File: src/rtl/core/md5_pkg.sv
// Shared types, constants and round functions of the MD5 digest block.
package md5_pkg;

  typedef enum logic [0:0] {
    CMD_WORD,
    CMD_DIGEST
  } cmd_kind_t;

  typedef struct packed {
    cmd_kind_t   kind;
    logic [31:0] word;
  } cmd_t;

  typedef enum logic [2:0] {
    F_IDLE,
    F_PAD_FIRST,
    F_PAD_ZERO,
    F_LEN_LO,
    F_LEN_HI,
    F_DIGEST
  } front_state_t;

  typedef enum logic [1:0] {
    B_LOAD,
    B_ROUND,
    B_ADD,
    B_EMIT
  } back_state_t;

  localparam int QUEUE_DEPTH = 4;
  localparam int QUEUE_AW    = $clog2(QUEUE_DEPTH);

  localparam logic [31:0] INIT_A = 32'h67452301;
  localparam logic [31:0] INIT_B = 32'hefcdab89;
  localparam logic [31:0] INIT_C = 32'h98badcfe;
  localparam logic [31:0] INIT_D = 32'h10325476;

  localparam logic [7:0] PAD_BYTE       = 8'h80;
  localparam logic [3:0] LENGTH_WORD_POS = 4'd14;
  localparam logic [5:0] LAST_ROUND     = 6'd63;
  localparam logic [3:0] LAST_BLOCK_WORD = 4'd15;
  localparam logic [1:0] LAST_DIGEST_WORD = 2'd3;

  function automatic logic [31:0] sine_const(input logic [5:0] r);
    logic [31:0] k;
    unique case (r)
      6'd0:  k = 32'hd76aa478;  6'd1:  k = 32'he8c7b756;
      6'd2:  k = 32'h242070db;  6'd3:  k = 32'hc1bdceee;
      6'd4:  k = 32'hf57c0faf;  6'd5:  k = 32'h4787c62a;
      6'd6:  k = 32'ha8304613;  6'd7:  k = 32'hfd469501;
      6'd8:  k = 32'h698098d8;  6'd9:  k = 32'h8b44f7af;
      6'd10: k = 32'hffff5bb1;  6'd11: k = 32'h895cd7be;
      6'd12: k = 32'h6b901122;  6'd13: k = 32'hfd987193;
      6'd14: k = 32'ha679438e;  6'd15: k = 32'h49b40821;
      6'd16: k = 32'hf61e2562;  6'd17: k = 32'hc040b340;
      6'd18: k = 32'h265e5a51;  6'd19: k = 32'he9b6c7aa;
      6'd20: k = 32'hd62f105d;  6'd21: k = 32'h02441453;
      6'd22: k = 32'hd8a1e681;  6'd23: k = 32'he7d3fbc8;
      6'd24: k = 32'h21e1cde6;  6'd25: k = 32'hc33707d6;
      6'd26: k = 32'hf4d50d87;  6'd27: k = 32'h455a14ed;
      6'd28: k = 32'ha9e3e905;  6'd29: k = 32'hfcefa3f8;
      6'd30: k = 32'h676f02d9;  6'd31: k = 32'h8d2a4c8a;
      6'd32: k = 32'hfffa3942;  6'd33: k = 32'h8771f681;
      6'd34: k = 32'h6d9d6122;  6'd35: k = 32'hfde5380c;
      6'd36: k = 32'ha4beea44;  6'd37: k = 32'h4bdecfa9;
      6'd38: k = 32'hf6bb4b60;  6'd39: k = 32'hbebfbc70;
      6'd40: k = 32'h289b7ec6;  6'd41: k = 32'heaa127fa;
      6'd42: k = 32'hd4ef3085;  6'd43: k = 32'h04881d05;
      6'd44: k = 32'hd9d4d039;  6'd45: k = 32'he6db99e5;
      6'd46: k = 32'h1fa27cf8;  6'd47: k = 32'hc4ac5665;
      6'd48: k = 32'hf4292244;  6'd49: k = 32'h432aff97;
      6'd50: k = 32'hab9423a7;  6'd51: k = 32'hfc93a039;
      6'd52: k = 32'h655b59c3;  6'd53: k = 32'h8f0ccc92;
      6'd54: k = 32'hffeff47d;  6'd55: k = 32'h85845dd1;
      6'd56: k = 32'h6fa87e4f;  6'd57: k = 32'hfe2ce6e0;
      6'd58: k = 32'ha3014314;  6'd59: k = 32'h4e0811a1;
      6'd60: k = 32'hf7537e82;  6'd61: k = 32'hbd3af235;
      6'd62: k = 32'h2ad7d2bb;  6'd63: k = 32'heb86d391;
      default: k = 32'h0;
    endcase
    return k;
  endfunction

  function automatic logic [4:0] rot_amount(input logic [5:0] r);
    logic [4:0] s;
    unique case ({r[5:4], r[1:0]})
      4'd0:  s = 5'd7;   4'd1:  s = 5'd12;  4'd2:  s = 5'd17;  4'd3:  s = 5'd22;
      4'd4:  s = 5'd5;   4'd5:  s = 5'd9;   4'd6:  s = 5'd14;  4'd7:  s = 5'd20;
      4'd8:  s = 5'd4;   4'd9:  s = 5'd11;  4'd10: s = 5'd16;  4'd11: s = 5'd23;
      4'd12: s = 5'd6;   4'd13: s = 5'd10;  4'd14: s = 5'd15;  4'd15: s = 5'd21;
      default: s = 5'd0;
    endcase
    return s;
  endfunction

  // Message word used by round r
  function automatic logic [3:0] round_index(input logic [5:0] r);
    logic [3:0] i;
    logic [3:0] g;
    i = r[3:0];
    unique case (r[5:4])
      2'd0: g = i;
      2'd1: g = i * 4'd5 + 4'd1;
      2'd2: g = i * 4'd3 + 4'd5;
      2'd3: g = i * 4'd7;
      default: g = i;
    endcase
    return g;
  endfunction

  function automatic logic [31:0] round_mix(input logic [1:0] phase, input logic [31:0] b,
                                            input logic [31:0] c, input logic [31:0] d);
    logic [31:0] f;
    unique case (phase)
      2'd0: f = (b & c) | (~b & d);
      2'd1: f = (b & d) | (c & ~d);
      2'd2: f = b ^ c ^ d;
      2'd3: f = c ^ (b | ~d);
      default: f = 32'h0;
    endcase
    return f;
  endfunction

  function automatic logic [31:0] rotl32(input logic [31:0] v, input logic [4:0] s);
    logic [63:0] t;
    t = {v, v} << s;
    return t[63:32];
  endfunction

endpackage

File: src/rtl/core/md5_message_digest.sv
// MD5 digest top level: byte stream in, four digest words out per message.
// Throughput: one byte per cycle while the queue has room and the front end is idle;
// each 64-byte block passes the round engine as 16 word loads, 64 rounds, 1 chain add.
// End of message adds up to 18 padding and length words; the first digest word
// follows the end transfer after one or two compressions.
// Reset: rst, synchronous, clears the queue and restores the MD5 initial values.
module md5_message_digest (
  input  logic        clk,
  input  logic        rst,
  input  logic        s_axis_tvalid,
  output logic        s_axis_tready,
  input  logic [7:0]  s_axis_tdata,   // [7:0] data_byte
  input  logic [0:0]  s_axis_tuser,   // [0] byte_present
  input  logic        s_axis_tlast,   // end_of_message
  output logic        m_axis_tvalid,
  input  logic        m_axis_tready,
  output logic [31:0] m_axis_tdata,   // [31:0] digest_word
  output logic [1:0]  m_axis_tuser,   // [1:0] word_index
  output logic        m_axis_tlast    // last_word
);

  // Word commands from the front end to the round engine
  logic          push_valid;
  logic          push_ready;
  md5_pkg::cmd_t push_cmd;
  logic          pop_valid;
  logic          pop_ready;
  md5_pkg::cmd_t pop_cmd;

  // Pack bytes, pad and append length; stall the input while padding drains
  md5_front u_front (
    .clk        (clk),
    .rst        (rst),
    .in_valid   (s_axis_tvalid),
    .in_ready   (s_axis_tready),
    .in_byte    (s_axis_tdata),
    .in_present (s_axis_tuser[0]),
    .in_end     (s_axis_tlast),
    .push_valid (push_valid),
    .push_ready (push_ready),
    .push_cmd   (push_cmd)
  );

  // Hold words while the engine is busy with rounds or digest transfers
  md5_queue u_queue (
    .clk        (clk),
    .rst        (rst),
    .push_valid (push_valid),
    .push_ready (push_ready),
    .push_cmd   (push_cmd),
    .pop_valid  (pop_valid),
    .pop_ready  (pop_ready),
    .pop_cmd    (pop_cmd)
  );

  // Compress blocks one round per cycle and transfer the digest words
  md5_back u_back (
    .clk       (clk),
    .rst       (rst),
    .pop_valid (pop_valid),
    .pop_ready (pop_ready),
    .pop_cmd   (pop_cmd),
    .out_valid (m_axis_tvalid),
    .out_ready (m_axis_tready),
    .out_word  (m_axis_tdata),
    .out_index (m_axis_tuser),
    .out_last  (m_axis_tlast)
  );

endmodule

File: src/rtl/core/md5_queue.sv
// Short command queue between the byte front end and the round engine.
module md5_queue (
  input  logic          clk,
  input  logic          rst,
  input  logic          push_valid,
  output logic          push_ready,
  input  md5_pkg::cmd_t push_cmd,
  output logic          pop_valid,
  input  logic          pop_ready,
  output md5_pkg::cmd_t pop_cmd
);

  md5_pkg::cmd_t                 entries [md5_pkg::QUEUE_DEPTH];
  logic [md5_pkg::QUEUE_AW-1:0]  wr_ptr;
  logic [md5_pkg::QUEUE_AW-1:0]  rd_ptr;
  logic [md5_pkg::QUEUE_AW:0]    count;
  logic                          do_push;
  logic                          do_pop;

  assign push_ready = (count != md5_pkg::QUEUE_AW'(0) + (md5_pkg::QUEUE_AW+1)'(md5_pkg::QUEUE_DEPTH));
  assign pop_valid  = (count != '0);
  assign pop_cmd    = entries[rd_ptr];
  assign do_push    = push_valid && push_ready;
  assign do_pop     = pop_valid && pop_ready;

  always_ff @(posedge clk) begin
    if (do_push) begin
      entries[wr_ptr] <= push_cmd;
    end
  end

  always_ff @(posedge clk) begin
    if (rst) begin
      wr_ptr <= '0;
      rd_ptr <= '0;
      count  <= '0;
    end else begin
      if (do_push) begin
        wr_ptr <= wr_ptr + 1'b1;
      end
      if (do_pop) begin
        rd_ptr <= rd_ptr + 1'b1;
      end
      if (do_push && !do_pop) begin
        count <= count + 1'b1;
      end else if (do_pop && !do_push) begin
        count <= count - 1'b1;
      end
    end
  end

endmodule

File: src/rtl/core/md5_front.sv
// Front end: packs message bytes into words and appends MD5 padding and length.
module md5_front (
  input  logic          clk,
  input  logic          rst,
  input  logic          in_valid,
  output logic          in_ready,
  input  logic [7:0]    in_byte,
  input  logic          in_present,
  input  logic          in_end,
  output logic          push_valid,
  input  logic          push_ready,
  output md5_pkg::cmd_t push_cmd
);

  md5_pkg::front_state_t state;
  md5_pkg::front_state_t state_next;
  logic [23:0]           acc;
  logic [5:0]            fill;
  logic [60:0]           msg_len;
  logic [1:0]            lane;
  logic [3:0]            wpos;
  logic [3:0]            wpos_inc;
  logic                  in_fire;

  assign lane     = fill[1:0];
  assign wpos     = fill[5:2];
  assign wpos_inc = wpos + 4'd1;
  assign in_fire  = in_valid && in_ready;

  // Outputs
  always_comb begin
    in_ready      = 1'b0;
    push_valid    = 1'b0;
    push_cmd.kind = md5_pkg::CMD_WORD;
    push_cmd.word = 32'h0;
    unique case (state)
      md5_pkg::F_IDLE: begin
        in_ready      = push_ready;
        push_valid    = in_valid && in_present && (lane == 2'd3);
        push_cmd.word = {in_byte, acc};
      end
      md5_pkg::F_PAD_FIRST: begin
        push_valid    = 1'b1;
        push_cmd.word = {8'h00, acc} | ({24'h0, md5_pkg::PAD_BYTE} << {lane, 3'b000});
      end
      md5_pkg::F_PAD_ZERO: begin
        push_valid = 1'b1;
      end
      md5_pkg::F_LEN_LO: begin
        push_valid    = 1'b1;
        push_cmd.word = {msg_len[28:0], 3'b000};
      end
      md5_pkg::F_LEN_HI: begin
        push_valid    = 1'b1;
        push_cmd.word = msg_len[60:29];
      end
      md5_pkg::F_DIGEST: begin
        push_valid    = 1'b1;
        push_cmd.kind = md5_pkg::CMD_DIGEST;
      end
      default: begin
      end
    endcase
  end

  // Next state
  always_comb begin
    state_next = state;
    unique case (state)
      md5_pkg::F_IDLE: begin
        if (in_fire && in_end) begin
          state_next = md5_pkg::F_PAD_FIRST;
        end
      end
      md5_pkg::F_PAD_FIRST, md5_pkg::F_PAD_ZERO: begin
        if (push_ready) begin
          state_next = (wpos_inc == md5_pkg::LENGTH_WORD_POS) ? md5_pkg::F_LEN_LO
                                                               : md5_pkg::F_PAD_ZERO;
        end
      end
      md5_pkg::F_LEN_LO: begin
        if (push_ready) begin
          state_next = md5_pkg::F_LEN_HI;
        end
      end
      md5_pkg::F_LEN_HI: begin
        if (push_ready) begin
          state_next = md5_pkg::F_DIGEST;
        end
      end
      md5_pkg::F_DIGEST: begin
        if (push_ready) begin
          state_next = md5_pkg::F_IDLE;
        end
      end
      default: state_next = md5_pkg::F_IDLE;
    endcase
  end

  always_ff @(posedge clk) begin
    if (rst) begin
      state   <= md5_pkg::F_IDLE;
      acc     <= '0;
      fill    <= '0;
      msg_len <= '0;
    end else begin
      state <= state_next;
      unique case (state)
        md5_pkg::F_IDLE: begin
          if (in_fire && in_present) begin
            fill    <= fill + 6'd1;
            msg_len <= msg_len + 61'd1;
            if (lane == 2'd3) begin
              acc <= '0;
            end else begin
              acc[{lane, 3'b000} +: 8] <= in_byte;
            end
          end
        end
        md5_pkg::F_PAD_FIRST, md5_pkg::F_PAD_ZERO, md5_pkg::F_LEN_LO, md5_pkg::F_LEN_HI: begin
          if (push_ready) begin
            fill <= {wpos_inc, 2'b00};
            acc  <= '0;
          end
        end
        md5_pkg::F_DIGEST: begin
          if (push_ready) begin
            fill    <= '0;
            msg_len <= '0;
            acc     <= '0;
          end
        end
        default: begin
        end
      endcase
    end
  end

endmodule

File: src/rtl/core/md5_back.sv
// Round engine: loads sixteen-word blocks, runs 64 rounds and emits the digest.
module md5_back (
  input  logic          clk,
  input  logic          rst,
  input  logic          pop_valid,
  output logic          pop_ready,
  input  md5_pkg::cmd_t pop_cmd,
  output logic          out_valid,
  input  logic          out_ready,
  output logic [31:0]   out_word,
  output logic [1:0]    out_index,
  output logic          out_last
);

  md5_pkg::back_state_t state;
  md5_pkg::back_state_t state_next;
  logic [3:0][31:0]     chain;
  logic [31:0]          ra;
  logic [31:0]          rb;
  logic [31:0]          rc;
  logic [31:0]          rd;
  logic [31:0]          block [16];
  logic [5:0]           rnd;
  logic [3:0]           wcnt;
  logic [1:0]           idx;
  logic [31:0]          mix;
  logic [31:0]          sum;
  logic [31:0]          new_b;
  logic                 pop_fire;
  logic                 out_fire;

  assign pop_fire = pop_valid && pop_ready;
  assign out_fire = out_valid && out_ready;

  assign mix   = md5_pkg::round_mix(rnd[5:4], rb, rc, rd);
  assign sum   = ra + mix + md5_pkg::sine_const(rnd) + block[md5_pkg::round_index(rnd)];
  assign new_b = rb + md5_pkg::rotl32(sum, md5_pkg::rot_amount(rnd));

  // Outputs
  always_comb begin
    pop_ready = 1'b0;
    out_valid = 1'b0;
    unique case (state)
      md5_pkg::B_LOAD: pop_ready = 1'b1;
      md5_pkg::B_EMIT: out_valid = 1'b1;
      default: begin
      end
    endcase
  end

  assign out_word  = chain[idx];
  assign out_index = idx;
  assign out_last  = (idx == md5_pkg::LAST_DIGEST_WORD);

  // Next state
  always_comb begin
    state_next = state;
    unique case (state)
      md5_pkg::B_LOAD: begin
        if (pop_fire) begin
          if (pop_cmd.kind == md5_pkg::CMD_DIGEST) begin
            state_next = md5_pkg::B_EMIT;
          end else if (wcnt == md5_pkg::LAST_BLOCK_WORD) begin
            state_next = md5_pkg::B_ROUND;
          end
        end
      end
      md5_pkg::B_ROUND: begin
        if (rnd == md5_pkg::LAST_ROUND) begin
          state_next = md5_pkg::B_ADD;
        end
      end
      md5_pkg::B_ADD: state_next = md5_pkg::B_LOAD;
      md5_pkg::B_EMIT: begin
        if (out_fire && out_last) begin
          state_next = md5_pkg::B_LOAD;
        end
      end
      default: state_next = md5_pkg::B_LOAD;
    endcase
  end

  always_ff @(posedge clk) begin
    if (pop_fire && (pop_cmd.kind == md5_pkg::CMD_WORD)) begin
      block[wcnt] <= pop_cmd.word;
    end
  end

  always_ff @(posedge clk) begin
    if (rst) begin
      state <= md5_pkg::B_LOAD;
      chain <= {md5_pkg::INIT_D, md5_pkg::INIT_C, md5_pkg::INIT_B, md5_pkg::INIT_A};
      ra    <= '0;
      rb    <= '0;
      rc    <= '0;
      rd    <= '0;
      rnd   <= '0;
      wcnt  <= '0;
      idx   <= '0;
    end else begin
      state <= state_next;
      unique case (state)
        md5_pkg::B_LOAD: begin
          if (pop_fire && (pop_cmd.kind == md5_pkg::CMD_WORD)) begin
            wcnt <= wcnt + 4'd1;
            if (wcnt == md5_pkg::LAST_BLOCK_WORD) begin
              ra  <= chain[0];
              rb  <= chain[1];
              rc  <= chain[2];
              rd  <= chain[3];
              rnd <= '0;
            end
          end
          if (pop_fire && (pop_cmd.kind == md5_pkg::CMD_DIGEST)) begin
            idx <= '0;
          end
        end
        md5_pkg::B_ROUND: begin
          ra  <= rd;
          rd  <= rc;
          rc  <= rb;
          rb  <= new_b;
          rnd <= rnd + 6'd1;
        end
        md5_pkg::B_ADD: begin
          chain[0] <= chain[0] + ra;
          chain[1] <= chain[1] + rb;
          chain[2] <= chain[2] + rc;
          chain[3] <= chain[3] + rd;
        end
        md5_pkg::B_EMIT: begin
          if (out_fire) begin
            idx <= idx + 2'd1;
            if (out_last) begin
              chain <= {md5_pkg::INIT_D, md5_pkg::INIT_C, md5_pkg::INIT_B, md5_pkg::INIT_A};
            end
          end
        end
        default: begin
        end
      endcase
    end
  end

endmodule
File: config.mk
export PLATFORM = sky130hd
export DESIGN_NAME = md5_message_digest
export DESIGN_NICKNAME = d
export VERILOG_FILES = /design/src/rtl/core/md5_pkg.sv /design/src/rtl/core/md5_message_digest.sv /design/src/rtl/core/md5_queue.sv /design/src/rtl/core/md5_front.sv /design/src/rtl/core/md5_back.sv
export SDC_FILE = /design/constraint.sdc
export NUM_CORES = 2
export LEC_CHECK = 0
export ABC_AREA = 0
export BUFFER_PORTS_ARGS = -buffer_cell sky130_fd_sc_hd__buf_2
export CAP_MARGIN = 20
export CORE_MARGIN = 5
export CORE_UTILIZATION = 60
export CTS_BUF_LIST = sky130_fd_sc_hd__clkbuf_2 sky130_fd_sc_hd__clkbuf_4 sky130_fd_sc_hd__clkbuf_8
export CTS_CLUSTER_DIAMETER = 150
export DETAILED_ROUTE_END_ITERATION = 10
export HOLD_SLACK_MARGIN = 0.06
export PLACE_DENSITY = 0.81
export SETUP_SLACK_MARGIN = 0.05
export SYNTH_ARGS = -nofsm -noshare
export SYNTH_HDL_FRONTEND = slang
export SYNTH_HIERARCHICAL = 1
export SYNTH_SLANG_ARGS = --single-unit
export TNS_END_PERCENT = 50
File: constraint.sdc
create_clock -name clk -period 11.6 [get_ports clk]
set_input_delay 1.16 -clock clk [delete_from_list [all_inputs] [get_ports clk]]
set_output_delay 1.16 -clock clk [all_outputs]
set_load 0.05 [all_outputs]
==> implementation parameters <==
Parameter                              Value

Run
  Maxcap violations    0

Critical path
  Critical setup path kind    reg -> reg
  Combined buffer and inverter count along the critical path    5
  Largest driver fanout on the critical path    10
  Cell type of the slowest stage on the worst timing path    fa_1
  Crit path launch type    register
  Top cell family by delay on the critical path    compound AO/OA/AOI/OAI gates
  Crit path DAT    11.93 ns
  Endpoint required time on the critical path    12.37 ns
  Kind of end point of the critical path    register
  Maximum cell stage delay along the critical path    0.55 ns

Power and ir drop
  Highest ir drop seen on vdd    346 uV
  Power Density    333 nW/um2
  Total power after layout    21.4 mW
  Leak    24.2 nW

Global route
  Wire length of the first global-routing pass    269000 um
  Number of antenna violations at the first check in global routing    4
  Global route total overflow    0
  Overall fraction of global-route tracks in use    33.5%
  Via count of the first global-routing pass    44800
  Pin count of the biggest net entering global routing    162

Timing
  Setup-violating endpoint count in the final report    0
  Worst clock skew    0.0447 ns
  Peak Freq    89.7 MHz
  Hold Fails Final Rpt    0
  Unrepaired setup endpoints after global routing    no
  Slew Limit Headroom    33.0%
  Actual transition at the worst max-transition pin    1.00 ns
  Number of pins with negative max-slew slack in the final report    0
  Share of the cycle needed by the critical path after routing    96.2%
  Final worst path period need    11.15 ns
  Setup tns final    0 ns

Floorplanning
  Area of the die    105000 um2
  Vertical die dimension    323 um
  Floorplan die width    323 um
  Std cell rows    115
  Ports    51
  Placeable core area    98000 um2
  Starting density of the core    60.2%

Synth
  Primary flip-flop cell chosen by synthesis mapping    edfxtp_1
  Post-synth design cell area    59000 um2
  Post-synthesis cell count    5467
  Synth warn    6
  Post-synthesis async set-or-reset flop share    0%
  Net count of the mapped netlist    5784
  Share of synthesized area occupied by flip-flops and latches    46.7%
  Post-Syn Area per Cell    10.8 um2
  Total of flip-flops plus latches after synthesis    1054
  Number of enable flip-flop cells after synthesis    644
  Count of cell types in the netlist    95

Detailed routing
  Highest routing layer actually used    met5
  Post-Route WL    179000 um
  Met3 wire len    19000 um
  DR vias    46700
  Routed wl met2    84300 um
  Total routed wire length on the met1 layer    64500 um
  Remaining DRCs    0
  WL/cell    25.9 um
  Ratio of routed vias to standard cells    6.77
  Iter 0 DRT Violations    6930
  Initial DRT Pass Iterations    10
  Final ANT Viol Nets    0

Place
  Last weighted congestion value of the routability-driven placer    1.01
  Final HPWL DP    119000 um
  Number of placed cells counting well taps    6577
  Port-buffer cells    50

Cells and area
  Number of nets at the end of the flow    5788
  Most common library cell in the layout ignoring fill and taps    edfxtp_1
  Commonest non-fill, non-tap cells in the layout    edfxtp_1, nor2_1, a21oi_1
  Final Instance Count excl. Fillers    6895
  Share of post-route cells with drive strength above 1    14.3%
  Filler Cell Count    7133
  Relative area change from synthesis to final layout    9.01%

Clocking
  Clock-pin transition on the worst setup and hold timing paths    0.06 ns
  Clock root buffer    clkbuf_8
  Number of buffers between clock root and the deepest sink    3
  H-tree levels    4
  Clk Latency, worst-skew pair    0.87 ns
  TritonCTS buffer count    166
  Clock sink count    1054
  TritonCTS clock tree    done

Hold path
  Worst min-delay path category    reg -> reg

Run status
  Run status    finished, final reports clean
-- final cells by class --
class / count / area [um2] / area share, %
Multi-Input combinational cell: 3818 / 29400 / 45.7
Tap cell: 1287 / 1610 / 2.51
Clock buffer: 242 / 2970 / 4.63
Antenna cell: 3 / 7.51 / 0.0117
Sequential cell: 1054 / 27600 / 42.9
Inverter: 265 / 1000 / 1.56
Timing Repair Buffer: 166 / 1310 / 2.03
Clock inverter: 60 / 434 / 0.675
-- cell families after synthesis --
| logic type | count (synthesis) | share of synthesized area, % |
|---|---|---|
| and+or+nand+nor | 1525 | 12.0 |
| AOI/OAI and AO/OA | 1401 | 15.5 |
| DFF | 1054 | 46.7 |
| buffers and inverters | 595 | 3.94 |
| muxes | 342 | 10.9 |
| adders and majority gates | 305 | 7.35 |
| xor gates and xnor gates | 245 | 3.71 |
-- layer usage --
| layer | track usage [%] | vias to the layer above |
|---|---|---|
| met5 | 0 | - |
| met4 | 17.4 | 2 |
| met3 | 6.71 | 664 |
| met2 | 54.9 | 3113 |
| li1 | - | 20500 |
| met1 | 42.7 | 22400 |
-- path summary, 6_finish.rpt --
check / from / to / slack (ns) / depth (start not counted)
max: u_back/rnd[1] / u_back/rb[30] / 0.45 / 42
min: u_front/acc[5] / u_front/acc[5] / 0.45 / 2
max reg2reg: u_back/rnd[1] / u_back/rb[30] / 0.45 / 42
min reg2reg: u_front/acc[5] / u_front/acc[5] / 0.45 / 2
-- power breakdown --
group / total, mW / switching, mW / internal, mW / leakage, nW
clock network: 3.23 / 1.52 / 1.71 / 1.82
logic: 13.0 / 7.77 / 5.22 / 13.1
registers: 5.15 / 0.508 / 4.64 / 9.22
total: 21.4 / 9.80 / 11.6 / 24.2
-- state kept, by name (all words and copies together) (netlist names), named ones only --
name and count:
u_queue/count 3, u_back/rc 32, u_front/state 3, u_queue/wr_ptr 2, u_front/msg_len 61, u_back/rb 32, u_back/state 2, u_front/acc 24
u_queue/rd_ptr 2, u_back/rd 32, u_front/fill 6, u_back/chain 128, u_back/out_index 2, u_back/ra 32, u_back/wcnt 4, u_queue/entries 132
u_back/block 512, u_back/rnd 6
-- per-stage QoR --
stage	utilization, %	setup WS (ns)	cell area, um2	hold slack (ns)
after global placement	61.8	0.143	60600	0.434
after global routing	65.6	0.0539	64300	0.463
final	65.6	0.447	64300	0.447
after floorplan	-	0.255	59000	0.427
after CTS	65.4	0.0580	64100	0.449
after detailed placement	61.8	-0.208	60600	0.442
-- worst reg2reg max path: cells and delay by family (launching register included) --
kind,cells,cell delay (ns)
AO/OA/AOI/OAI,19,4.29
flip-flops,1,0.38
XOR/XNOR,1,0.42
multiplexers,5,2.14
adder cells (fa/ha/maj),6,2.39
buffers and inverters,5,0.73
AND/OR/NAND/NOR,6,0.70
-- Yosys cell counts, drive strengths merged, types with 70 or more instances --
| master | count | area [um2] |
|---|---|---|
| buf | 71 | 357 |
| nor2 | 607 | 2290 |
| mux4 | 235 | 5300 |
| nand3 | 81 | 410 |
| clkbuf | 259 | 972 |
| ha | 233 | 2920 |
| fa | 70 | 1400 |
| nand2b | 83 | 519 |
| xor2 | 94 | 823 |
| inv | 263 | 987 |
| o21ai | 235 | 1180 |
| a21oi | 457 | 2290 |
| dfxtp | 410 | 8210 |
| mux2i | 84 | 841 |
| a21o | 73 | 548 |
| nand2 | 383 | 1440 |
| edfxtp | 644 | 19300 |
| xnor2 | 148 | 1300 |
| nor4 | 79 | 531 |
-- timing repair --
action / in CTS / in global routing
setup endpoints to repair: 4 / 14
pin swaps: 1 / 8
hold buffers: 0 / 0
setup buffers: 1 / 8
cloned: 2 / 1
resized for setup: 3 / 24
No activity file was read; power rests on OpenSTA's default activity.
